`config.mk`:
```
export PLATFORM = sky130hd
export DESIGN_NAME = button_code_lock_controller
export DESIGN_NICKNAME = d
export VERILOG_FILES = /design/src/blc_pkg.sv /design/src/blc_regs.sv /design/src/blc_ctrl.sv /design/src/blc_dp.sv /design/src/button_code_lock_controller.sv
export SDC_FILE = /design/constraint.sdc
export NUM_CORES = 1
export LEC_CHECK = 0
export ABC_AREA = 1
export BUFFER_PORTS_ARGS = -buffer_cell sky130_fd_sc_hd__buf_4
export CORE_MARGIN = 1.5
export CORE_UTILIZATION = 40
export CTS_BUF_LIST = sky130_fd_sc_hd__clkbuf_8
export CTS_CLUSTER_DIAMETER = 30
export CTS_CLUSTER_SIZE = 30
export DETAILED_ROUTE_END_ITERATION = 10
export PLACE_DENSITY = 0.62
export SETUP_SLACK_MARGIN = 0.15
export SLEW_MARGIN = 15
export SYNTH_ARGS = -nofsm -noshare
export SYNTH_HDL_FRONTEND = slang
export SYNTH_SLANG_ARGS = --single-unit
```
`constraint.sdc`:
```
create_clock -name aclk -period 3.75 [get_ports aclk]
set_input_delay 0.375 -clock aclk [delete_from_list [all_inputs] [get_ports aclk]]
set_output_delay 0.375 -clock aclk [all_outputs]
set_load 0.02 [all_outputs]
```
`src/blc_pkg.sv`:
```
`timescale 1ns / 1ps
`default_nettype none

package blc_pkg;

    // Fixed widths of the fields and registers.
    localparam int TICK_W       = 16;
    localparam int LED_W        = 16;
    localparam int IDX_W        = 5;
    localparam int LEN_W        = 5;
    localparam int SEQ_W        = 40;
    localparam int BTN_W        = 3;
    localparam int KEY_W        = 2;
    localparam int BAR_LSB      = 5;

    // Code storage: two bits per entry, twenty entries in the sequence word.
    localparam int CODE_ENTRIES = 20;
    localparam int CODE_MAX_LEN = 20;

    // Register port.
    localparam int APB_ADDR_W   = 6;
    localparam int APB_DATA_W   = 64;
    localparam int REG_IDX_W    = 3;

    // Shift-subtract remainder unit.
    localparam int MOD_STEPS    = 16;
    localparam int MOD_CNT_W    = 4;

    // Register indexes.
    localparam logic [REG_IDX_W-1:0] REG_CODE_LENGTH     = 3'd0;
    localparam logic [REG_IDX_W-1:0] REG_CODE_SEQUENCE   = 3'd1;
    localparam logic [REG_IDX_W-1:0] REG_BASE_LED_MASK   = 3'd2;
    localparam logic [REG_IDX_W-1:0] REG_STEP_PERIOD     = 3'd3;
    localparam logic [REG_IDX_W-1:0] REG_UNLOCK_DURATION = 3'd4;
    localparam logic [REG_IDX_W-1:0] REG_LOCK_DURATION   = 3'd5;

    // Register reset values.
    localparam logic [LEN_W-1:0]  RST_CODE_LENGTH     = 5'd4;
    localparam logic [SEQ_W-1:0]  RST_CODE_SEQUENCE   = 40'd38;
    localparam logic [LED_W-1:0]  RST_BASE_LED_MASK   = 16'hF81F;
    localparam logic [TICK_W-1:0] RST_STEP_PERIOD     = 16'd8;
    localparam logic [TICK_W-1:0] RST_UNLOCK_DURATION = 16'd40;
    localparam logic [TICK_W-1:0] RST_LOCK_DURATION   = 16'd40;

    // Button codes on the input word.
    localparam logic [BTN_W-1:0] BTN_NONE = 3'd0;
    localparam logic [BTN_W-1:0] BTN_A    = 3'd1;
    localparam logic [BTN_W-1:0] BTN_B    = 3'd2;
    localparam logic [BTN_W-1:0] BTN_X    = 3'd3;
    localparam logic [BTN_W-1:0] BTN_Y    = 3'd4;

    // Key codes inside the secret code.
    localparam logic [KEY_W-1:0] KEY_A = 2'd0;
    localparam logic [KEY_W-1:0] KEY_B = 2'd1;
    localparam logic [KEY_W-1:0] KEY_Y = 2'd2;

    typedef enum logic [1:0] {
        PH_LOCKED    = 2'd0,
        PH_UNLOCKING = 2'd1,
        PH_UNLOCKED  = 2'd2,
        PH_LOCKING   = 2'd3
    } phase_t;

    typedef enum logic [2:0] {
        ST_IDLE = 3'b001,
        ST_MOD  = 3'b010,
        ST_EXEC = 3'b100
    } ctrl_state_t;

    typedef struct packed {
        logic [LEN_W-1:0]  code_length;
        logic [SEQ_W-1:0]  code_sequence;
        logic [LED_W-1:0]  base_led_mask;
        logic [TICK_W-1:0] step_period;
        logic [TICK_W-1:0] unlock_duration;
        logic [TICK_W-1:0] lock_duration;
    } cfg_t;

    // Controller to datapath.
    typedef struct packed {
        logic load_item;
        logic mod_step;
        logic mod_last;
        logic exec;
    } dp_cmd_t;

    // Datapath to controller.
    typedef struct packed {
        logic stale;
        logic out_free;
    } dp_status_t;

endpackage

`default_nettype wire

```
`src/blc_regs.sv`:
```
`timescale 1ns / 1ps
`default_nettype none

module blc_regs (
    input  logic                              aclk,
    input  logic                              aresetn,
    input  logic                              psel,
    input  logic                              penable,
    input  logic                              pwrite,
    input  logic [blc_pkg::APB_ADDR_W-1:0]    paddr,
    input  logic [blc_pkg::APB_DATA_W-1:0]    pwdata,
    output logic [blc_pkg::APB_DATA_W-1:0]    prdata,
    output logic                              pready,
    output blc_pkg::cfg_t                     cfg,
    output logic                              period_wr
);
    import blc_pkg::*;

    logic [LEN_W-1:0]     code_length_reg;
    logic [SEQ_W-1:0]     code_sequence_reg;
    logic [LED_W-1:0]     base_led_mask_reg;
    logic [TICK_W-1:0]    step_period_reg;
    logic [TICK_W-1:0]    unlock_duration_reg;
    logic [TICK_W-1:0]    lock_duration_reg;
    logic [REG_IDX_W-1:0] reg_idx;
    logic                 wr_en;

    // Registers sit on 8-byte boundaries.
    assign reg_idx   = paddr[APB_ADDR_W-1:3];
    assign pready    = 1'b1;
    assign wr_en     = psel && penable && pwrite;
    assign period_wr = wr_en && (reg_idx == REG_STEP_PERIOD);

    // Register writes.
    always_ff @(posedge aclk) begin
        if (!aresetn) begin
            code_length_reg     <= RST_CODE_LENGTH;
            code_sequence_reg   <= RST_CODE_SEQUENCE;
            base_led_mask_reg   <= RST_BASE_LED_MASK;
            step_period_reg     <= RST_STEP_PERIOD;
            unlock_duration_reg <= RST_UNLOCK_DURATION;
            lock_duration_reg   <= RST_LOCK_DURATION;
        end else if (wr_en) begin
            case (reg_idx)
                REG_CODE_LENGTH:     code_length_reg     <= pwdata[LEN_W-1:0];
                REG_CODE_SEQUENCE:   code_sequence_reg   <= pwdata[SEQ_W-1:0];
                REG_BASE_LED_MASK:   base_led_mask_reg   <= pwdata[LED_W-1:0];
                REG_STEP_PERIOD:     step_period_reg     <= pwdata[TICK_W-1:0];
                REG_UNLOCK_DURATION: unlock_duration_reg <= pwdata[TICK_W-1:0];
                REG_LOCK_DURATION:   lock_duration_reg   <= pwdata[TICK_W-1:0];
                default: begin
                end
            endcase
        end
    end

    // Register reads.
    always_comb begin
        case (reg_idx)
            REG_CODE_LENGTH:     prdata = APB_DATA_W'(code_length_reg);
            REG_CODE_SEQUENCE:   prdata = APB_DATA_W'(code_sequence_reg);
            REG_BASE_LED_MASK:   prdata = APB_DATA_W'(base_led_mask_reg);
            REG_STEP_PERIOD:     prdata = APB_DATA_W'(step_period_reg);
            REG_UNLOCK_DURATION: prdata = APB_DATA_W'(unlock_duration_reg);
            REG_LOCK_DURATION:   prdata = APB_DATA_W'(lock_duration_reg);
            default:             prdata = '0;
        endcase
    end

    assign cfg.code_length     = code_length_reg;
    assign cfg.code_sequence   = code_sequence_reg;
    assign cfg.base_led_mask   = base_led_mask_reg;
    assign cfg.step_period     = step_period_reg;
    assign cfg.unlock_duration = unlock_duration_reg;
    assign cfg.lock_duration   = lock_duration_reg;

endmodule

`default_nettype wire

```
`src/blc_ctrl.sv`:
```
`timescale 1ns / 1ps
`default_nettype none

module blc_ctrl (
    input  logic                aclk,
    input  logic                aresetn,
    input  logic                s_valid,
    output logic                s_ready,
    input  blc_pkg::dp_status_t status,
    output blc_pkg::dp_cmd_t    cmd
);
    import blc_pkg::*;

    ctrl_state_t          state_reg;
    ctrl_state_t          state_next;
    logic [MOD_CNT_W-1:0] cnt_reg;
    logic [MOD_CNT_W-1:0] cnt_next;

    // Sequencing: take a word, rebuild the remainder if needed, then commit.
    always_comb begin
        state_next = state_reg;
        cnt_next   = cnt_reg;
        cmd        = '0;
        case (state_reg)
            ST_IDLE: begin
                if (s_valid) begin
                    cmd.load_item = 1'b1;
                    if (status.stale) begin
                        state_next = ST_MOD;
                        cnt_next   = MOD_CNT_W'(MOD_STEPS - 1);
                    end else begin
                        state_next = ST_EXEC;
                    end
                end
            end
            ST_MOD: begin
                cmd.mod_step = 1'b1;
                if (cnt_reg == '0) begin
                    cmd.mod_last = 1'b1;
                    state_next   = ST_EXEC;
                end else begin
                    cnt_next = cnt_reg - MOD_CNT_W'(1);
                end
            end
            ST_EXEC: begin
                if (status.out_free) begin
                    cmd.exec   = 1'b1;
                    state_next = ST_IDLE;
                end
            end
            default: begin
                state_next = ST_IDLE;
            end
        endcase
    end

    always_ff @(posedge aclk) begin
        if (!aresetn) begin
            state_reg <= ST_IDLE;
            cnt_reg   <= '0;
        end else begin
            state_reg <= state_next;
            cnt_reg   <= cnt_next;
        end
    end

    assign s_ready = (state_reg == ST_IDLE);

endmodule

`default_nettype wire

```
`src/blc_dp.sv`:
```
`timescale 1ns / 1ps
`default_nettype none

module blc_dp #(
    parameter int BAR_STEPS = 5
) (
    input  logic                          aclk,
    input  logic                          aresetn,
    input  blc_pkg::dp_cmd_t              cmd,
    output blc_pkg::dp_status_t           status,
    input  blc_pkg::cfg_t                 cfg,
    input  logic                          period_wr,
    input  logic                          s_task_active,
    input  logic [blc_pkg::BTN_W-1:0]     s_button,
    output logic                          m_valid,
    input  logic                          m_ready,
    output logic [blc_pkg::LED_W-1:0]     m_leds,
    output logic                          m_leds_valid,
    output logic [1:0]                    m_lock_phase,
    output logic                          m_locked,
    output logic                          m_code_match,
    output logic                          m_exit_request
);
    import blc_pkg::*;

    localparam int BAR_W = $clog2(BAR_STEPS + 1);
    localparam logic [BAR_W-1:0] BAR_FULL = BAR_W'(BAR_STEPS);

    // Bar bits from BAR_LSB upward, one per level.
    function automatic logic [LED_W-1:0] bar_pattern(input logic [BAR_W-1:0] level);
        logic [LED_W-1:0] bits;
        logic [BAR_W-1:0] lvl;
        lvl = (level > BAR_FULL) ? BAR_FULL : level;
        for (int i = 0; i < LED_W; i++) begin
            bits[i] = (i >= BAR_LSB) && ((i - BAR_LSB) < int'(lvl));
        end
        return bits;
    endfunction

    // Lock state.
    phase_t            phase_reg, phase_next;
    logic [TICK_W-1:0] tick_reg, tick_next;
    logic [TICK_W-1:0] rem_reg, rem_next;
    logic [BAR_W-1:0]  bar_reg, bar_next;
    logic [IDX_W-1:0]  idx_reg, idx_next;
    logic              locked_reg, locked_next;
    logic              held_a_reg, held_a_next;
    logic              held_b_reg, held_b_next;
    logic              held_y_reg, held_y_next;
    logic [LED_W-1:0]  led_reg, led_next;
    logic              stale_reg;

    // Current word.
    logic              act_reg;
    logic [BTN_W-1:0]  btn_reg;

    // Remainder unit.
    logic [TICK_W-1:0] div_rem_reg;
    logic [TICK_W-1:0] div_shift_reg;
    logic [TICK_W:0]   div_trial;
    logic [TICK_W:0]   div_diff;
    logic [TICK_W-1:0] div_step;

    // Output register.
    logic              m_valid_reg;
    logic [LED_W-1:0]  m_leds_reg;
    logic              m_leds_valid_reg;
    logic [1:0]        m_lock_phase_reg;
    logic              m_locked_reg;
    logic              m_code_match_reg;
    logic              m_exit_request_reg;

    // Helpers.
    logic [TICK_W-1:0] period_eff;
    logic              step_hit;
    logic [TICK_W-1:0] rem_plus;
    logic [TICK_W-1:0] rem_adv;
    logic [KEY_W-1:0]  seq_entries [CODE_ENTRIES];
    logic [KEY_W-1:0]  entry;
    logic [IDX_W:0]    len_eff;
    logic [IDX_W:0]    idx_plus;
    logic              press_en;
    logic [KEY_W-1:0]  press_key;
    logic              match;
    logic              exit_req;

    // A zero period counts as one.
    assign period_eff = (cfg.step_period == '0) ? TICK_W'(1) : cfg.step_period;
    assign step_hit   = (rem_reg == '0);
    assign rem_plus   = rem_reg + TICK_W'(1);

    // Remainder that follows the tick counter by one; the counter wraps to zero.
    assign rem_adv = (tick_reg == '1 || rem_plus == period_eff) ? '0 : rem_plus;

    // Shift-subtract step of the remainder rebuild.
    assign div_trial = {div_rem_reg, div_shift_reg[TICK_W-1]};
    assign div_diff  = div_trial - {1'b0, period_eff};
    assign div_step  = (div_trial >= {1'b0, period_eff}) ? div_diff[TICK_W-1:0]
                                                         : div_trial[TICK_W-1:0];

    // Code entries, entry 0 in the lowest bits.
    always_comb begin
        for (int i = 0; i < CODE_ENTRIES; i++) begin
            seq_entries[i] = cfg.code_sequence[KEY_W*i +: KEY_W];
        end
    end

    assign entry    = (idx_reg < IDX_W'(CODE_ENTRIES)) ? seq_entries[idx_reg] : KEY_A;
    assign idx_plus = {1'b0, idx_reg} + (IDX_W+1)'(1);

    // Effective code length: zero counts as one, long values saturate.
    always_comb begin
        if (cfg.code_length == '0) begin
            len_eff = (IDX_W+1)'(1);
        end else if (cfg.code_length > LEN_W'(CODE_MAX_LEN)) begin
            len_eff = (IDX_W+1)'(CODE_MAX_LEN);
        end else begin
            len_eff = (IDX_W+1)'(cfg.code_length);
        end
    end

    // Next state of one tick.
    always_comb begin
        phase_next  = phase_reg;
        tick_next   = tick_reg;
        rem_next    = rem_reg;
        bar_next    = bar_reg;
        idx_next    = idx_reg;
        locked_next = locked_reg;
        held_a_next = held_a_reg;
        held_b_next = held_b_reg;
        held_y_next = held_y_reg;
        led_next    = led_reg;
        press_en    = 1'b0;
        press_key   = KEY_A;
        match       = 1'b0;
        exit_req    = 1'b0;
        if (!act_reg) begin
            held_a_next = 1'b1;
            held_b_next = 1'b1;
            held_y_next = 1'b1;
        end else begin
            // Phase behavior and LED animation.
            case (phase_reg)
                PH_UNLOCKING: begin
                    locked_next = 1'b0;
                    if (step_hit) begin
                        led_next = cfg.base_led_mask | bar_pattern(bar_reg);
                        if (bar_reg != '0) begin
                            bar_next = bar_reg - BAR_W'(1);
                        end
                    end
                    if (tick_reg == cfg.unlock_duration) begin
                        phase_next = PH_UNLOCKED;
                        tick_next  = '0;
                        rem_next   = '0;
                    end else begin
                        tick_next = tick_reg + TICK_W'(1);
                        rem_next  = rem_adv;
                    end
                end
                PH_LOCKING: begin
                    if (step_hit) begin
                        led_next = cfg.base_led_mask | bar_pattern(bar_reg);
                        if (bar_reg < BAR_FULL) begin
                            bar_next = bar_reg + BAR_W'(1);
                        end
                    end
                    if (tick_reg == cfg.lock_duration) begin
                        phase_next = PH_LOCKED;
                        tick_next  = '0;
                        rem_next   = '0;
                    end else begin
                        tick_next = tick_reg + TICK_W'(1);
                        rem_next  = rem_adv;
                    end
                end
                PH_UNLOCKED: begin
                    locked_next = 1'b0;
                    bar_next    = '0;
                    led_next    = cfg.base_led_mask | bar_pattern('0);
                end
                default: begin
                    locked_next = 1'b1;
                    bar_next    = BAR_FULL;
                    led_next    = cfg.base_led_mask | bar_pattern(BAR_FULL);
                end
            endcase

            // Button decode; a press counts only on its first tick.
            case (btn_reg)
                BTN_X: begin
                    exit_req    = 1'b1;
                    tick_next   = '0;
                    rem_next    = '0;
                    held_a_next = 1'b0;
                    held_b_next = 1'b0;
                    held_y_next = 1'b0;
                end
                BTN_Y: begin
                    press_en    = !held_y_reg;
                    press_key   = KEY_Y;
                    held_a_next = 1'b0;
                    held_b_next = 1'b0;
                    held_y_next = 1'b1;
                end
                BTN_B: begin
                    press_en    = !held_b_reg;
                    press_key   = KEY_B;
                    held_a_next = 1'b1 ^ 1'b1;
                    held_b_next = 1'b1;
                    held_y_next = 1'b0;
                end
                BTN_A: begin
                    press_en    = !held_a_reg;
                    press_key   = KEY_A;
                    held_a_next = 1'b1;
                    held_b_next = 1'b0;
                    held_y_next = 1'b0;
                end
                default: begin
                    held_a_next = 1'b0;
                    held_b_next = 1'b0;
                    held_y_next = 1'b0;
                end
            endcase

            // Code match against the current entry.
            if (press_en) begin
                if (entry != press_key) begin
                    idx_next = '0;
                end else if (idx_plus >= len_eff) begin
                    idx_next = '0;
                    match    = 1'b1;
                end else begin
                    idx_next = idx_plus[IDX_W-1:0];
                end
            end

            // A full code toggles the lock.
            if (match) begin
                phase_next = locked_next ? PH_UNLOCKING : PH_LOCKING;
            end
        end
    end

    // Word capture.
    always_ff @(posedge aclk) begin
        if (cmd.load_item) begin
            act_reg <= s_task_active;
            btn_reg <= s_button;
        end
    end

    // Remainder rebuild registers.
    always_ff @(posedge aclk) begin
        if (cmd.load_item) begin
            div_rem_reg   <= '0;
            div_shift_reg <= tick_reg;
        end else if (cmd.mod_step) begin
            div_rem_reg   <= div_step;
            div_shift_reg <= {div_shift_reg[TICK_W-2:0], 1'b0};
        end
    end

    // Lock state registers.
    always_ff @(posedge aclk) begin
        if (!aresetn) begin
            phase_reg  <= PH_LOCKED;
            tick_reg   <= '0;
            rem_reg    <= '0;
            bar_reg    <= BAR_FULL;
            idx_reg    <= '0;
            locked_reg <= 1'b1;
            held_a_reg <= 1'b0;
            held_b_reg <= 1'b0;
            held_y_reg <= 1'b0;
            led_reg    <= RST_BASE_LED_MASK | bar_pattern(BAR_FULL);
            stale_reg  <= 1'b0;
        end else begin
            if (cmd.exec) begin
                phase_reg  <= phase_next;
                tick_reg   <= tick_next;
                rem_reg    <= rem_next;
                bar_reg    <= bar_next;
                idx_reg    <= idx_next;
                locked_reg <= locked_next;
                held_a_reg <= held_a_next;
                held_b_reg <= held_b_next;
                held_y_reg <= held_y_next;
                led_reg    <= led_next;
            end else if (cmd.mod_last) begin
                rem_reg <= div_step;
            end
            // A new period invalidates the tracked remainder.
            if (period_wr) begin
                stale_reg <= 1'b1;
            end else if (cmd.mod_last) begin
                stale_reg <= 1'b0;
            end
        end
    end

    // Output register.
    always_ff @(posedge aclk) begin
        if (!aresetn) begin
            m_valid_reg <= 1'b0;
        end else if (cmd.exec) begin
            m_valid_reg <= 1'b1;
        end else if (m_ready) begin
            m_valid_reg <= 1'b0;
        end
    end

    always_ff @(posedge aclk) begin
        if (cmd.exec) begin
            m_leds_reg         <= led_next;
            m_leds_valid_reg   <= act_reg;
            m_lock_phase_reg   <= phase_next;
            m_locked_reg       <= locked_next;
            m_code_match_reg   <= match;
            m_exit_request_reg <= exit_req;
        end
    end

    assign status.stale    = stale_reg;
    assign status.out_free = !m_valid_reg || m_ready;

    assign m_valid        = m_valid_reg;
    assign m_leds         = m_leds_reg;
    assign m_leds_valid   = m_leds_valid_reg;
    assign m_lock_phase   = m_lock_phase_reg;
    assign m_locked       = m_locked_reg;
    assign m_code_match   = m_code_match_reg;
    assign m_exit_request = m_exit_request_reg;

endmodule

`default_nettype wire

```
`src/button_code_lock_controller.sv`:
```
`timescale 1ns / 1ps
`default_nettype none

// Button code lock controller. Each input word is one scheduler tick carrying the
// task-active flag and the pressed button; each tick returns exactly one result word
// with the LED pattern, the lock phase, the locked flag, a code-match flag and an
// exit request. New presses of A, B and Y are matched against the programmed code;
// a full match starts the animated unlocking or locking phase, in which the LED bar
// moves one step every step_period ticks. A tick first takes the word, then computes
// the result and loads the output register once that register is free; it holds the
// result while the next word is taken. The first tick after a write to step_period
// rebuilds the tick remainder against the new period before it computes, in a
// shift-subtract unit that resolves one bit per cycle. Registers sit at byte
// address 8*i: code_length, code_sequence, base_led_mask, step_period,
// unlock_duration, lock_duration; write them only while no tick is in flight.
module button_code_lock_controller #(
    parameter int BAR_STEPS = 5
) (
    input  logic                              aclk,
    input  logic                              aresetn,
    // Tick input.
    input  logic                              s_valid,
    output logic                              s_ready,
    input  logic                              s_task_active,
    input  logic [blc_pkg::BTN_W-1:0]         s_button,
    // Result output.
    output logic                              m_valid,
    input  logic                              m_ready,
    output logic [blc_pkg::LED_W-1:0]         m_leds,
    output logic                              m_leds_valid,
    output logic [1:0]                        m_lock_phase,
    output logic                              m_locked,
    output logic                              m_code_match,
    output logic                              m_exit_request,
    // Register port.
    input  logic                              psel,
    input  logic                              penable,
    input  logic                              pwrite,
    input  logic [blc_pkg::APB_ADDR_W-1:0]    paddr,
    input  logic [blc_pkg::APB_DATA_W-1:0]    pwdata,
    output logic [blc_pkg::APB_DATA_W-1:0]    prdata,
    output logic                              pready
);
    import blc_pkg::*;

    cfg_t       cfg;
    logic       period_wr;
    dp_cmd_t    cmd;
    dp_status_t status;

    // Configuration registers.
    blc_regs u_regs (
        .aclk      (aclk),
        .aresetn   (aresetn),
        .psel      (psel),
        .penable   (penable),
        .pwrite    (pwrite),
        .paddr     (paddr),
        .pwdata    (pwdata),
        .prdata    (prdata),
        .pready    (pready),
        .cfg       (cfg),
        .period_wr (period_wr)
    );

    // Sequencer.
    blc_ctrl u_ctrl (
        .aclk    (aclk),
        .aresetn (aresetn),
        .s_valid (s_valid),
        .s_ready (s_ready),
        .status  (status),
        .cmd     (cmd)
    );

    // Lock state, remainder unit and output register.
    blc_dp #(
        .BAR_STEPS (BAR_STEPS)
    ) u_dp (
        .aclk           (aclk),
        .aresetn        (aresetn),
        .cmd            (cmd),
        .status         (status),
        .cfg            (cfg),
        .period_wr      (period_wr),
        .s_task_active  (s_task_active),
        .s_button       (s_button),
        .m_valid        (m_valid),
        .m_ready        (m_ready),
        .m_leds         (m_leds),
        .m_leds_valid   (m_leds_valid),
        .m_lock_phase   (m_lock_phase),
        .m_locked       (m_locked),
        .m_code_match   (m_code_match),
        .m_exit_request (m_exit_request)
    );

endmodule

`default_nettype wire

```
==> Yosys cells after proc, flatten, opt, wreduce, memory -nomap -nowiden <==
Index checks and enable logic that the tools add are counted.
{ "totals": {"ff_bits": 238, "latchBits": 0, "ramBits": 0, "romBits": 0, "inputBits": 81, "output_inout_bits": 89, "elab_cells": 196, "memories": 0} }
{ "classes": {"add_sub_neg": 7, "mul": 0, "n_div": 0, "magnitude_cmp": 14, "eq_ne": 31, "shifts": 0, "n_mux": 77, "n_bitwise": 2, "reduce_logical": 35} }
{ "op_table": {"columns": ["operator", "n"], "rows": [
  ["$mux 16", 16],
  ["$pmux 40 s6", 1],
  ["$pmux 16 s2", 3],
  ["$eq 16x16->1", 3],
  ["$add 16x1->16 const B", 2],
  ["$logic_not 16->1", 2],
  ["$mux 3", 9],
  ["$mux 1", 23],
  ["$mux 2", 10],
  ["$mux 5", 4],
  ["$pmux 3 s3", 2],
  ["$ge 17x16->1", 1],
  ["$eq 16x16->1 const B", 1],
  ["$or 16x12->16", 1],
  ["$sub 16x16->16", 1],
  ["$eq 3x2->1 const B", 5],
  ["$ne 2x1->1 const B", 7],
  ["$eq 3x3->1 const B", 4],
  ["$mux 4", 3],
  ["$reduce_and 2->1", 6],
  ["$reduce_and 3->1", 4],
  ["$bmux 2 s5", 1],
  ["$reduce_bool 2->1", 5],
  ["$eq 3x1->1 const B", 3],
  ["other kinds (33)", 49]
]} }

==> Depth between registers and ports, before layout <==
Gate-level depths: netlist (run 1).
{ "depth": {"word_depth": 11, "depth_mapped": 23, "mapped_depth_nobuf": 22} }

==> By module <==
Synthesis (run 1) repeated with hierarchy kept, for this count alone.
{ "unflattened": {"cells_unflattened": 2230, "hier_area_um2": 14629.0} }
{ "by_module_without_submodules": {"columns": ["module", "n_inst", "cells_per_inst", "area_per_inst_um2", "seq_area_each_um2"], "rows": [
  ["blc_dp", 1, 1256, 8475.6, 2862.7],
  ["blc_regs", 1, 909, 5718.0, 2182.1],
  ["blc_ctrl", 1, 65, 435.4, 140.1]
]} }

==> Worst setup path after synthesis (run 1) <==
No wires, ideal clock.
{ "synth_path": {"path_kind": "reg-to-reg", "from": "reg u_regs.step_period_reg[1]", "to": "reg u_dp.rem_reg[8]", "setup_ps": 132, "arrival_time_ps": 2166, "required_time_ps": 3618, "path_slack_ps": 1452, "stages_incl_launch_ff": 20, "n_path_buf": 0, "synth_period_minus_slack_ps": 2298, "path_cell_list": "dfxtp_1 > inv_1 > nand4_1 > nor2_1 > nand2_1 > nand2_1 > ha_1 > inv_1 > fa_1 > nand2_1 > nand2_1 > nand2_1 > nand3_1 > xor2_1 > nand2_1 > nand2_1 > o21ai_0 > inv_1 > nand2_1 > a21oi_1"} }
{ "synth_between": {"elab_chain_cells": 10, "word_cells_on_any_way": 15, "classes_between": "add/sub: 1; order compare: 1; eq/ne: 1; mux: 10; reduce/logical: 2"} }
{ "synth_lines": {"columns": ["element", "line_no", "text"], "rows": [
  ["start, declared", "blc_regs.sv:22", "logic [TICK_W-1:0] step_period_reg;"],
  ["start signal, assigned", "blc_regs.sv:48", "REG_STEP_PERIOD: step_period_reg <= pwdata[TICK_W-1:0];"],
  ["$logic_not 16->1", "blc_dp.sv:88", "assign period_eff = (cfg.step_period == '0) ? TICK_W'(1) : cfg.step_period;"],
  ["$mux 16 (*)", "blc_dp.sv:88", null],
  ["$eq 16x16->1", "blc_dp.sv:93", "assign rem_adv = (tick_reg == '1 || rem_plus == period_eff) ? '0 : rem_plus;"],
  ["$logic_or 1x1->1", "blc_dp.sv:93", null],
  ["$mux 16", "blc_dp.sv:93", null],
  ["$mux 16 (on tied branches)", "blc_dp.sv:169, blc_dp.sv:153", null],
  ["$pmux 16 s2", "blc_dp.sv:144", "case (phase_reg)"],
  ["$mux 16", "blc_dp.sv:191", "case (btn_reg)"],
  ["$mux 16", "blc_dp.sv:138", "if (!act_reg) begin"],
  ["$mux 16 (*)", "blc_dp.sv:281", "if (cmd.exec) begin"],
  ["end signal, assigned", "blc_dp.sv:284", "rem_reg <= rem_next;"],
  ["end signal, assigned", "blc_dp.sv:293", "rem_reg <= div_step;"],
  ["end, declared", "blc_dp.sv:43", "logic [TICK_W-1:0] rem_reg, rem_next;"]
]} }
Mark *: on every way between the ends. The rest lies on a longest branch, timed or not. The select of a mux whose other input is x is not followed.
A chain may end at the register's enable or synchronous reset.

==> Worst setup path after layout (run 1) <==
{ "layout_path": {"from": "reg u_regs.step_period_reg[12]", "to": "reg u_dp.rem_reg[3]"} }
Same word-level chain as after synthesis.

==> results by group, run 1 <==
Run status
  • Status: finished, final reports clean

STA
  • Final setup viols: 0
  • Skew final: around 26 ps
  • Max Slew Vio Count: 0
  • Hold_ws: 86.75 ps
  • Slew margin rel.: 0.2654
  • Final hold viol count: 0
  • RSZ-0062 raised after global routing: false
  • Final Cycle Share: 0.8122
  • Final setup margin: 704.4 ps
  • Setup tns final: 0 ps
  • Post-layout minimum cycle time: about 3000 ps
  • Slew @ Worst Pin: 1101 ps
  • Fmax: 328.3 MHz

Worst setup path
  • Critical path launch point: u_regs.step_period_reg[12]$_SDFFE_PN0P_
  • Reg-to-Reg Start: u_regs.step_period_reg[12]$_SDFFE_PN0P_
  • Worst setup SP type: flop
  • CP endpoint kind: flop
  • WP data required: 4260 ps
  • WP data arrival: around 3600 ps
  • Setup Crit Path Kind: flop to flop
  • Max Fanout on Critical Path: 19

Power and ir drop
  • VDD IR-drop max: 0.3034 mV
  • Sw power: 2427 uW
  • Sequential share of power: 0.409
  • Int Pwr: roughly 5000 uW
  • Logic gate share of total power: 0.216
  • Lkg Pwr: ~0.0066 uW
  • Pwr per Cell Area: between 400 and 500 nW/um2
  • Switching Share: 0.3252
  • Clock share of power: 0.375

Clocking
  • CTS H-Tree Depth: 2
  • # clock sinks: around 240
  • CTS clk-pin slew, worst paths: around 60 ps
  • Clock insertion delay at the later pin of the skew report: between 500 and 600 ps
  • CTS tree: built
  • Root Buffer: clkbuf_8
  • Worst-case clock buffer depth: 3
  • Num CTS Buffers: between 40 and 50
  • PostCTS Resize Cnt: 0

Synthesis
  • Number of enable flip-flop cells after synthesis: 42
  • Mean Syn Cell Area: between 7 and 8 um2
  • Sequential fraction of the synthesis area: 0.3954
  • Netlist Area Pre-Place: roughly 13000 um2
  • Main flop type after synthesis: dfxtp_1
  • Gate Count Post-Synth: ~1800
  • Largest area contributor in the netlist: dfxtp_1
  • Top cells by area, synth: dfxtp_1 30%, nand2_1 11%, edfxtp_1 9.6%, o21ai_0 7.2%, inv_1 5.8%
  • Yosys warning count: 0
  • Synth unique cells: between 50 and 60
  • Synth async-reset ratio: 0
  • Yosys top cell area share: 0.2992
  • Yosys reg bits: 238

Drt
  • Residual DRC: 0
  • Post-DRT Antenna Nets: 0
  • Via count: approximately 12000
  • Via/cell ratio: between 5 and 6
  • DRT Wirelength: between 30 and 40 mm
  • Initial DRT Pass Iterations: 5
  • Initial DRC count: approximately 900
  • DR WL/cell: ~16 um

Placed design
  • # port buffers: 117
  • Pre-CTS setup slack: between 700 and 800 ps
  • DP HPWL: roughly 28 mm
  • Final GP Congestion: between 0.9 and 1

Cells and area
  • P&R area growth vs syn: 16.68%
  • Final #Nets: slightly above 2000
  • Post-Route Utilization: 0.4726
  • Layout cell share with drive strength beyond 1: 0.1397
  • Fillers: about 3400
  • Max reg flops: 40
  • ANT cells: 0

Job
  • Number of max-cap violations: 0

Hold path
  • Hold Crit Start: pwdata[38]
  • Hold Crit Class: input pin to flop

Global route
  • Vias in the first global route: between 10000 and 15000
  • Global-route wire length before repair: 59.86 mm
  • Initial antenna violation count: 0
  • Gr ovfl total: 0
  • Tot GR Track Use: 0.2244
  • Largest net degree at the start of global routing: 74

Floorplan
  • Die height: 184.1 um
  • Initial Util: 0.4051
  • Cell row count: 66
  • Core region area: approximately 32000 um2
  • IO Pins: 170
  • Die X-Extent: approximately 180 um
  • Die area: approximately 34000 um2
-- critical path, cell delays in order, from the launching register on --
cell and delay [ps]:
dfxtp_1 300, inv_1 220, nand4_1 140, nor2_1 170, nand2_1 100, nand2_1 120
ha_1 180, inv_1 60, nand3_1 60, nand2_1 100, nand2_1 80, nand2_1 100
nand3_1 90, nand2_1 60, nand2_1 190, nand2_2 270, inv_2 260, nand2_1 70
o21ai_1 130, nand2_1 90, nand3_1 100, nand2_1 70, inv_1 50
-- power groups by stage --
stage                     Sequential (uW)  Clock [uW]  Combinational (uW)
after detailed placement             3100           0                1600
final                                3050        2800                1620
after CTS                            3050        2850                1620
after global placement               3090           0                1590
after global routing                 3080        2970                1810
after floorplan                      3100           0                1120
-- metrics by stage --
step           total power, uW  area (um2)  cells
2_1_floorplan             4222       13200   1850
3_3_place_gp              4680       14230   2325
3_5_place_dp              4706       14230   2325
4_1_cts                   7517       15300   2417
5_1_grt                   7858       15300   2417
6_report                  7463       15300   2417
-- cell type report --
class | instances | area [um2] | share of cell area
Multi-Input combinational cell | 1296 | 6684 | 0.4369
Sequential cell | 238 | 5185 | 0.3389
Timing Repair Buffer | 138 | 1046 | 0.06837
Inverter | 215 | 807.0 | 0.05275
Clock buffer | 53 | 729.5 | 0.04768
Tap cell | 442 | 553.0 | 0.03615
Clock inverter | 35 | 295.3 | 0.01930
-- cells in the final DEF (no fill, tap or decap), types with 4 or more instances in the layout --
cell type        n
a32o_1          11
nand2_2          6
nand4_1         27
dlygate4sd3_1    4
nor2_1         174
clkinv_1         4
bufinv_16        4
ha_1            30
nor3_1          20
nor3_2          10
nor2_2          14
dfxtp_1        196
a22o_1           9
a22oi_1          7
a21oi_1        133
o21ai_1         12
a221oi_1        15
o21ai_0        189
inv_2           13
nand2_1        395
o211ai_1         7
conb_1          25
clkinvlp_4       4
nand3_1        110
xor2_1          24
clkinv_2        13
edfxtp_1        42
nand3_2          4
xnor2_1         27
o22ai_1          5
inv_1          208
buf_4          134
clkbuf_8        53
-- routing by layer --
metal  vias up  track usage  part of all wire
met5         -            0                 0
li1       6228            -                 -
met3        98      0.03368             0.062
met2       419       0.3673              0.46
met4         0       0.1026             0.042
met1      5679       0.2916              0.43
-- synth_stat cells (3+ instances only) --
cell and n:
nand3_1 110, edfxtp_1 42, buf_6 3, o21ai_1 12, o21ai_0 189, a22oi_1 7, ha_1 30, nor2_1 174
inv_2 13, clkbuf_1 54, nand2_1 395, xnor2_1 27, a22o_1 9, o221ai_1 3, a21o_1 3, nand3_2 4
nor3_2 10, buf_2 10, o22ai_1 5, xor2_1 24, or2_2 3, o211ai_1 7, nor3_1 20, nor2_4 3
buf_4 29, a221oi_1 15, buf_1 5, a21oi_1 133, a32o_1 11, dfxtp_1 196, nand2_2 6, nand4_1 27
nor2_2 14, inv_1 201
-- logic make-up (layout without fill, tap and decap cells) --
family | count (synthesis) | in the layout | synth area share
and+or+nand+nor | 780 | 780 | 0.2609
AOI/OAI and AO/OA | 407 | 407 | 0.1742
buffers and inverters | 316 | 441 | 0.1014
DFF | 238 | 238 | 0.3954
xor gates and xnor gates | 52 | 52 | 0.03578
adders and majority gates | 32 | 32 | 0.03168
other | 2 | 25 | 0.0005727
-- final timing paths --
path,to,slack [ps],depth (start not counted)
setup reg to reg,u_dp.rem_reg[3]$_SDFFE_PN0P_,700,22
hold / removal,u_regs.code_sequence_reg[38]$_SDFFE_PN0P_,90,3
hold reg to reg,u_dp.held_a_reg$_SDFFE_PN0P_,460,2
setup / recovery,u_dp.rem_reg[3]$_SDFFE_PN0P_,700,22
-- timing repair --
item | 4_1_cts | 5_1_grt
buffers inserted | 0 | 0
setup endpoints to repair | 0 | 0
hold endpoints to repair | 4 | 0
hold buffers | 4 | 0
Power figures use the tool's default switching activity.
==> run 2, diff against run 1 <==
ABC_AREA = 0   (was 1)
PLACE_DENSITY = 0.64   (was 0.62)
clock period = 2.5 ns   (was 3.75 ns; I/O delays follow)
==> run 2 against run 1 <==
Compared with the run above: the flow now finishes with violations (setup timing); synthesized area fell by 0.48%; clock-buffer cell count is 11 higher; flip-flop and latch count stayed put; total power rose by 41%; critical path type unchanged.
==> results by group, run 2 <==
Run status
  • Status: finished with violations
  • Failing checks: setup timing

Floorplan
  • Die area: 33720 um2 (-0.47%)
  • Core region area: 31800 um2 (-1.8%)
  • Initial Util: 0.4104 (+0.005316)
  • Die X-Extent: 183.6 um (-0.23%)
  • Cell row count: 65 (-1.5%)
  • Die height: 183.6 um (-0.23%)
  • IO Pins: 170 (unchanged)

Drt
  • Initial DRC count: 1109 (+23%)
  • DR WL/cell: 18.43 um (+16%)
  • Via/cell ratio: 5.400 (+5.1%)
  • Residual DRC: 0 (unchanged)
  • DRT Wirelength: 43.84 mm (+14%)
  • Post-DRT Antenna Nets: 0 (unchanged)
  • Via count: 12847 (+3.4%)
  • Initial DRT Pass Iterations: 5 (unchanged)

STA
  • Slew margin rel.: 0.5507 (+0.2853)
  • Hold_ws: 115.8 ps (+29.02 ps)
  • Final setup margin: -629.6 ps (-1334 ps)
  • Skew final: 36.13 ps (+10.30 ps)
  • RSZ-0062 raised after global routing: true
  • Post-layout minimum cycle time: 3130 ps (+84.01 ps)
  • Final hold viol count: 0 (unchanged)
  • Final setup viols: 42 (+42)
  • Max Slew Vio Count: 0 (unchanged)
  • Fmax: 319.5 MHz (-2.7%)
  • Slew @ Worst Pin: 672.1 ps (-428.7 ps)
  • Final Cycle Share: 1.252 (+0.4397)

Cells and area
  • Commonest cells after routing, fill and taps aside: 326 x buf_4, 301 x nand2_1, 186 x dfxtp_1
  • Most common cell after layout, fill and taps aside: buf_4
  • Final #Nets: 2010 (-1.9%)
  • ANT cells: 0 (unchanged)
  • Register Area: 5200 um2 (+0.29%)
  • Max reg flops: 40 (unchanged)
  • Fillers: 2772 (-18%)
  • Final non-filler cell total: 2379 (-1.6%)
  • Layout cell share with drive strength beyond 1: 0.2881 (+0.1483)
  • Area of the multi-input gates: 7667 um2 (+15%)
  • P&R area growth vs syn: 38.87%

Synthesis
  • Largest area contributor in the netlist: dfxtp_1
  • Largest family of logic cells by synthesized area: simple AND/OR/NAND/NOR gates
  • Compound-Gate Fraction of Synth Area: 0.1616 (-0.01259)
  • Post-synth top cells: 302 x nand2_1, 196 x dfxtp_1, 140 x a21oi_1
  • Sequential fraction of the synthesis area: 0.3973 (+0.001896)
  • Mux cell area share after synthesis: 0.07622 (+0.07622)
  • Top cells by area, synth: dfxtp_1 30%, edfxtp_1 9.7%, nand2_1 8.7%, a21oi_1 5.4%, xnor2_1 4.0%
  • Gate Count Post-Synth: 1545 (-15%)
  • Yosys warning count: 0 (unchanged)
  • Yosys top cell area share: 0.3007 (+0.001434)
  • Netlist Area Pre-Place: 13050 um2 (-0.48%)
  • Synth async-reset ratio: 0 (unchanged)
  • Most numerous cell in the Yosys netlist: nand2_1
  • Number of enable flip-flop cells after synthesis: 42 (unchanged)
  • Yosys reg bits: 238 (unchanged)
  • Simple-Gate Fraction of Synth Area: 0.2195 (-0.04141)
  • Main flop type after synthesis: dfxtp_1
  • Mean Syn Cell Area: 8.447 um2 (+18%)
  • Synth Area in XOR/XNOR: 0.05503 (+0.01925)
  • Fraction of the mapped netlist area in adder cells: 0.03183 (+0.0001519)
  • Synth unique cells: 85 (+44%)

Worst setup path
  • Worst setup SP type: flop
  • WP data arrival: 3600 ps (+50 ps)
  • CP endpoint kind: flop
  • Setup Crit Path Kind: flop to flop
  • WP data required: 2970 ps (-1290 ps)
  • Max Fanout on Critical Path: 4 (-15)

Placed design
  • Placed instance count: 2202 (-5.3%)
  • # port buffers: 117 (unchanged)
  • Pre-CTS setup slack: -674.2 ps (-1379 ps)
  • Final GP Congestion: 0.9523 (+1.0%)
  • DP HPWL: 30.83 mm (+9.1%)

Clocking
  • Root Buffer: clkbuf_8
  • CTS clk-pin slew, worst paths: 60 ps (about the same)
  • # clock sinks: 238 (unchanged)
  • CTS tree: built
  • Worst-case clock buffer depth: 3 (unchanged)
  • CTS H-Tree Depth: 2 (unchanged)
  • Num CTS Buffers: 57 (+21%)
  • Clock insertion delay at the later pin of the skew report: 620 ps (+40 ps)

Global route
  • Global-route wire length before repair: 66.84 mm (+12%)
  • Vias in the first global route: 12140 (+6.0%)
  • Largest net degree at the start of global routing: 92 (+24%)
  • Gr ovfl total: 0 (unchanged)
  • Initial antenna violation count: 0 (unchanged)
  • Tot GR Track Use: 0.2532 (+0.02882)

Job
  • Number of max-cap violations: 0 (unchanged)

Power and ir drop
  • VDD IR-drop max: 0.4415 mV (+45%)
  • Pwr per Cell Area: 579.9 nW/um2 (+19%)
  • Lkg Pwr: 0.007347 uW (+11%)

Hold path
  • Hold Crit Class: input pin to flop
## run 2: worst max-delay path, stage by stage (launching register included)
cell and delay (ps):
dfxtp_2 330, nor4_4 270, nand4_1 150, nand2b_1 170
ha_2 210, nor2b_2 40, o31a_1 280, o31ai_4 220
a31oi_2 140, o41ai_4 260, buf_4 200, buf_4 120
mux2_4 300, a221oi_2 250, a211oi_2 50
## run 2: cell type report
type | count | share of cell area
multi-input cells | 1167 | 0.4231
flip-flops and latches | 238 | 0.2869
repair buffers | 397 | 0.1781
clock buffers | 64 | 0.04861
well taps | 435 | 0.03003
clock inverters | 42 | 0.02575
inverters | 36 | 0.007526
## run 2: metrics by stage
stage | TNS (ps) | power (uW) | utilization | area, um2
final | -19830 | 10510 | 0.5699 | 18120
after global routing | -26590 | 10870 | 0.5699 | 18120
after CTS | -17170 | 10550 | 0.5614 | 17850
after global placement | -17640 | 5086 | 0.4907 | 15600
after detailed placement | -18870 | 5104 | 0.4907 | 15600
after floorplan | -9953 | 4722 | - | 13170
## run 2: final timing paths
path | start | end | cells past startpoint | slack (ps)
setup / recovery | u_regs.step_period_reg[1]$_SDFFE_PN0P_ | u_dp.rem_reg[1]$_SDFFE_PN0P_ | 14 | -630
hold / removal | s_valid | u_dp.div_shift_reg[0]$_SDFFCE_PN0P_ | 2 | 120
setup reg to reg | u_regs.step_period_reg[1]$_SDFFE_PN0P_ | u_dp.rem_reg[1]$_SDFFE_PN0P_ | 14 | -630
hold reg to reg | u_regs.code_sequence_reg[34]$_SDFFE_PN0P_ | u_regs.code_sequence_reg[34]$_SDFFE_PN0P_ | 2 | 470
## run 2: power breakdown
part	internal, uW	switching (uW)
Clock	3250	2100
Sequential	4030	60.6
Combinational	446	618
Total	7730	2780
## run 2: logic make-up after synthesis
group / after synthesis
AOI/OAI and AO/OA: 327
xor gates and xnor gates: 82
adders and majority gates: 32
buffers and inverters: 163
DFF: 238
muxes: 77
other: 2
and+or+nand+nor: 624
## run 2: repair_timing
| action | CTS | global route |
|---|---|---|
| setup buffers | 19 | 6 |
| hold endpoints to repair | 128 | 0 |
| hold buffers | 46 | 0 |
| endpoints found under the setup margin | 58 | 78 |
| pin swaps | 21 | 14 |
| gates resized for setup | 62 | 51 |
## run 2: metal layers
metal  part of all wire  wire length, um  GRT usage  up-vias
li1                   -                -          -     6130
met2               0.47            20530     0.4097      475
met1               0.43            18960     0.3385     6166
met5                  0                0          0        -
met4              0.029             1255    0.08951        0
met3              0.071             3098    0.04596       76
==> run 3, diff against run 2 <==
SKIP_CTS_REPAIR_TIMING = 1   (was not set)
==> run 3 against run 2 <==
Compared with the run above: the run still ends with setup timing left; first-iteration DRC count fell by 1.3%; non-clock buffer count down 3; maximum frequency up 0.78%; critical path depth decreased by 1; flip-flop and latch count unchanged; total power rose by 0.16%; sequential power about the same; die area stayed put; final area barely moved; clock skew is 9.0 ps higher; largest power group unchanged; highest routed layer unchanged.
==> results by group, run 3 (same netlist as run 2, synthesis figures left out) <==
Cells and area
  • P&R area growth vs syn: 38.83% (about the same)
  • Most common cell after layout, fill and taps aside: buf_4
  • Final non-filler cell total: 2376 (-0.13%)
  • Final #Nets: 2007 (-0.15%)
  • Post-Route Utilization: 0.5697 (about the same)
  • Layout cell share with drive strength beyond 1: 0.2880 (about the same)
  • Commonest cells after routing, fill and taps aside: 323 x buf_4, 302 x nand2_1, 184 x dfxtp_1
  • Max reg flops: 40 (unchanged)
  • ANT cells: 0 (unchanged)
  • Fillers: 2781 (+0.32%)

Worst setup path
  • Worst Setup EP: u_dp.rem_reg[0]$_SDFFE_PN0P_
  • Critical R2R Capture: u_dp.rem_reg[0]$_SDFFE_PN0P_
  • Buf+Inv Stages, Crit Path: 1 (-1)
  • Crit-path slowest cell: dfxtp_2
  • R2R cell count: 13 (-1)
  • Crit. path cell count: 13 (-1)
  • R2R Setup Slk: -610 ps (+20 ps)
  • Max Fanout on Critical Path: 4 (unchanged)
  • Worst setup SP type: flop
  • Critical path launch point: u_regs.step_period_reg[8]$_SDFFE_PN0P_
  • WP data arrival: 3620 ps (+20 ps)
  • CP endpoint kind: flop
  • Reg-to-Reg Start: u_regs.step_period_reg[8]$_SDFFE_PN0P_
  • WP data required: 3020 ps (+50 ps)
  • CP cell instances: nor4_4 > nand4_1 > nand2b_1 > ha_2 > nor2b_2 > o31a_1 > o31ai_4 > a31oi_2 > o41ai_4 > buf_4 > mux2_4 > or2_0 > a221oi_2
  • Critical path's largest stage delay: 330 ps (about the same)
  • CP top delay family: compound AO/OA/AOI/OAI gates
  • Setup Crit Path Kind: flop to flop

STA
  • Slew margin rel.: 0.5489 (-0.001843)
  • Final hold viol count: 0 (unchanged)
  • Skew final: 45.14 ps (+9.016 ps)
  • Fmax: 322.0 MHz (+0.78%)
  • Post-layout minimum cycle time: 3106 ps (-24.10 ps)
  • RSZ-0062 raised after global routing: true
  • Hold_ws: 111.0 ps (-4.812 ps)
  • Final setup margin: -605.5 ps (+24.10 ps)
  • Final Cycle Share: 1.242 (-0.009642)
  • Slew @ Worst Pin: 674.8 ps (+2.757 ps)
  • Final setup viols: 42 (unchanged)
  • Max Slew Vio Count: 0 (unchanged)
  • Setup tns final: -18660 ps (+1170 ps)

Global route
  • Gr ovfl total: 0 (unchanged)
  • Largest net degree at the start of global routing: 92 (unchanged)
  • Global-route wire length before repair: 64.64 mm (-3.3%)
  • Tot GR Track Use: 0.2448 (-0.008409)
  • Initial antenna violation count: 0 (unchanged)
  • Vias in the first global route: 11657 (-4.0%)

Clocking
  • CTS H-Tree Depth: 2 (unchanged)
  • Num CTS Buffers: 57 (unchanged)
  • Worst-case clock buffer depth: 3 (unchanged)
  • Clock insertion delay at the later pin of the skew report: 630 ps (about the same)
  • CTS tree: built
  • CTS clk-pin slew, worst paths: 60 ps (about the same)
  • Root Buffer: clkbuf_8
  • # clock sinks: 238 (unchanged)

Placed design
  • Placed instance count: 2202 (unchanged)
  • DP HPWL: 30.83 mm (unchanged)
  • Final GP Congestion: 0.9523 (unchanged)
  • # port buffers: 117 (unchanged)

Run status
  • Status: finished with violations
  • Failing checks: setup timing

Floorplan
  • IO Pins: 170 (unchanged)
  • Die X-Extent: 183.6 um (unchanged)
  • Initial Util: 0.4104 (unchanged)
  • Die area: 33720 um2 (unchanged)
  • Die height: 183.6 um (unchanged)
  • Core region area: 31800 um2 (unchanged)
  • Cell row count: 65 (unchanged)

Power and ir drop
  • Power Total: 10530 uW (+0.16%)
  • Lkg Pwr: 0.007336 uW (-0.15%)
  • VDD IR-drop max: 0.4410 mV (-0.12%)
  • Pwr per Cell Area: 581.0 nW/um2 (+0.19%)

Drt
  • Post-DRT Antenna Nets: 0 (unchanged)
  • Via/cell ratio: 5.407 (+0.12%)
  • DR WL/cell: 18.36 um (-0.37%)
  • Initial DRC count: 1095 (-1.3%)
  • Via count: 12846 (-0.0078%)
  • Initial DRT Pass Iterations: 5 (unchanged)
  • Residual DRC: 0 (unchanged)
  • DRT Wirelength: 43.63 mm (-0.49%)

Job
  • Number of max-cap violations: 0 (unchanged)

Hold path
  • Hold Crit Class: input pin to flop
[run 3: cell types whose count changed in the layout (fill, tap and decap cells not counted), moves of 2 or more]
cell           before  now
buf_8               3    1
a31oi_1            15   17
a31oi_2             3    1
dlygate4sd3_1      46   48
dfxtp_1           186  184
nor2_1             95   93
buf_4             326  323
dfxtp_2             9   11
[run 3: layout make-up]
type,instances,area (um2),share of cell area
repair buffers,394,3203,0.1768
inverters,36,136.4,0.007528
flip-flops and latches,238,5202,0.2872
clock inverters,42,466.7,0.02576
multi-input cells,1167,7684,0.4241
well taps,435,544.3,0.03004
clock buffers,64,880.8,0.04862
[run 3: power by group]
group          leakage, uW  internal (uW)  switching (uW)
registers          0.00198           4030            60.9
clock network     0.000691           3250            2120
logic              0.00467            443             618
[run 3: stage by stage]
step / setup WS (ps) / instance area, um2
floorplan: -455.2 / 13170
global placement: -607.1 / 15600
detailed placement: -674.2 / 15600
CTS: -671.2 / 16950
global route: -790.6 / 18120
finish: -605.5 / 18120
[run 3: layer usage]
layer | track usage | vias to the layer above | routed length [um]
met5 | 0 | - | 0
met4 | 0.08754 | 0 | 1166
met3 | 0.04219 | 75 | 3215
met2 | 0.3871 | 519 | 20360
met1 | 0.3356 | 6133 | 18880
li1 | - | 6119 | -
[run 3: worst register-to-register path: cells and delay by family, from the launching register on]
| kind | cells | cell delay [ps] |
|---|---|---|
| AO/OA/AOI/OAI | 5 | 1110 |
| adder cells (fa/ha/maj) | 1 | 210 |
| buffers and inverters | 1 | 210 |
| flip-flops | 1 | 330 |
| multiplexers | 1 | 300 |
| AND/OR/NAND/NOR | 5 | 850 |
[run 3: how the worst min path moves through the flow]
stage	from	to	slack, ps	depth (start not counted)
after global routing	s_valid	u_dp.div_shift_reg[0]$_SDFFCE_PN0P_	90	2
final	s_valid	u_dp.div_shift_reg[0]$_SDFFCE_PN0P_	110	2
after floorplan	s_task_active	u_dp.act_reg$_DFFE_PP_	350	0
after CTS	s_task_active	u_dp.act_reg$_DFFE_PP_	-190	1
after global placement	s_task_active	u_dp.act_reg$_DFFE_PP_	430	1
after detailed placement	s_task_active	u_dp.act_reg$_DFFE_PP_	430	1
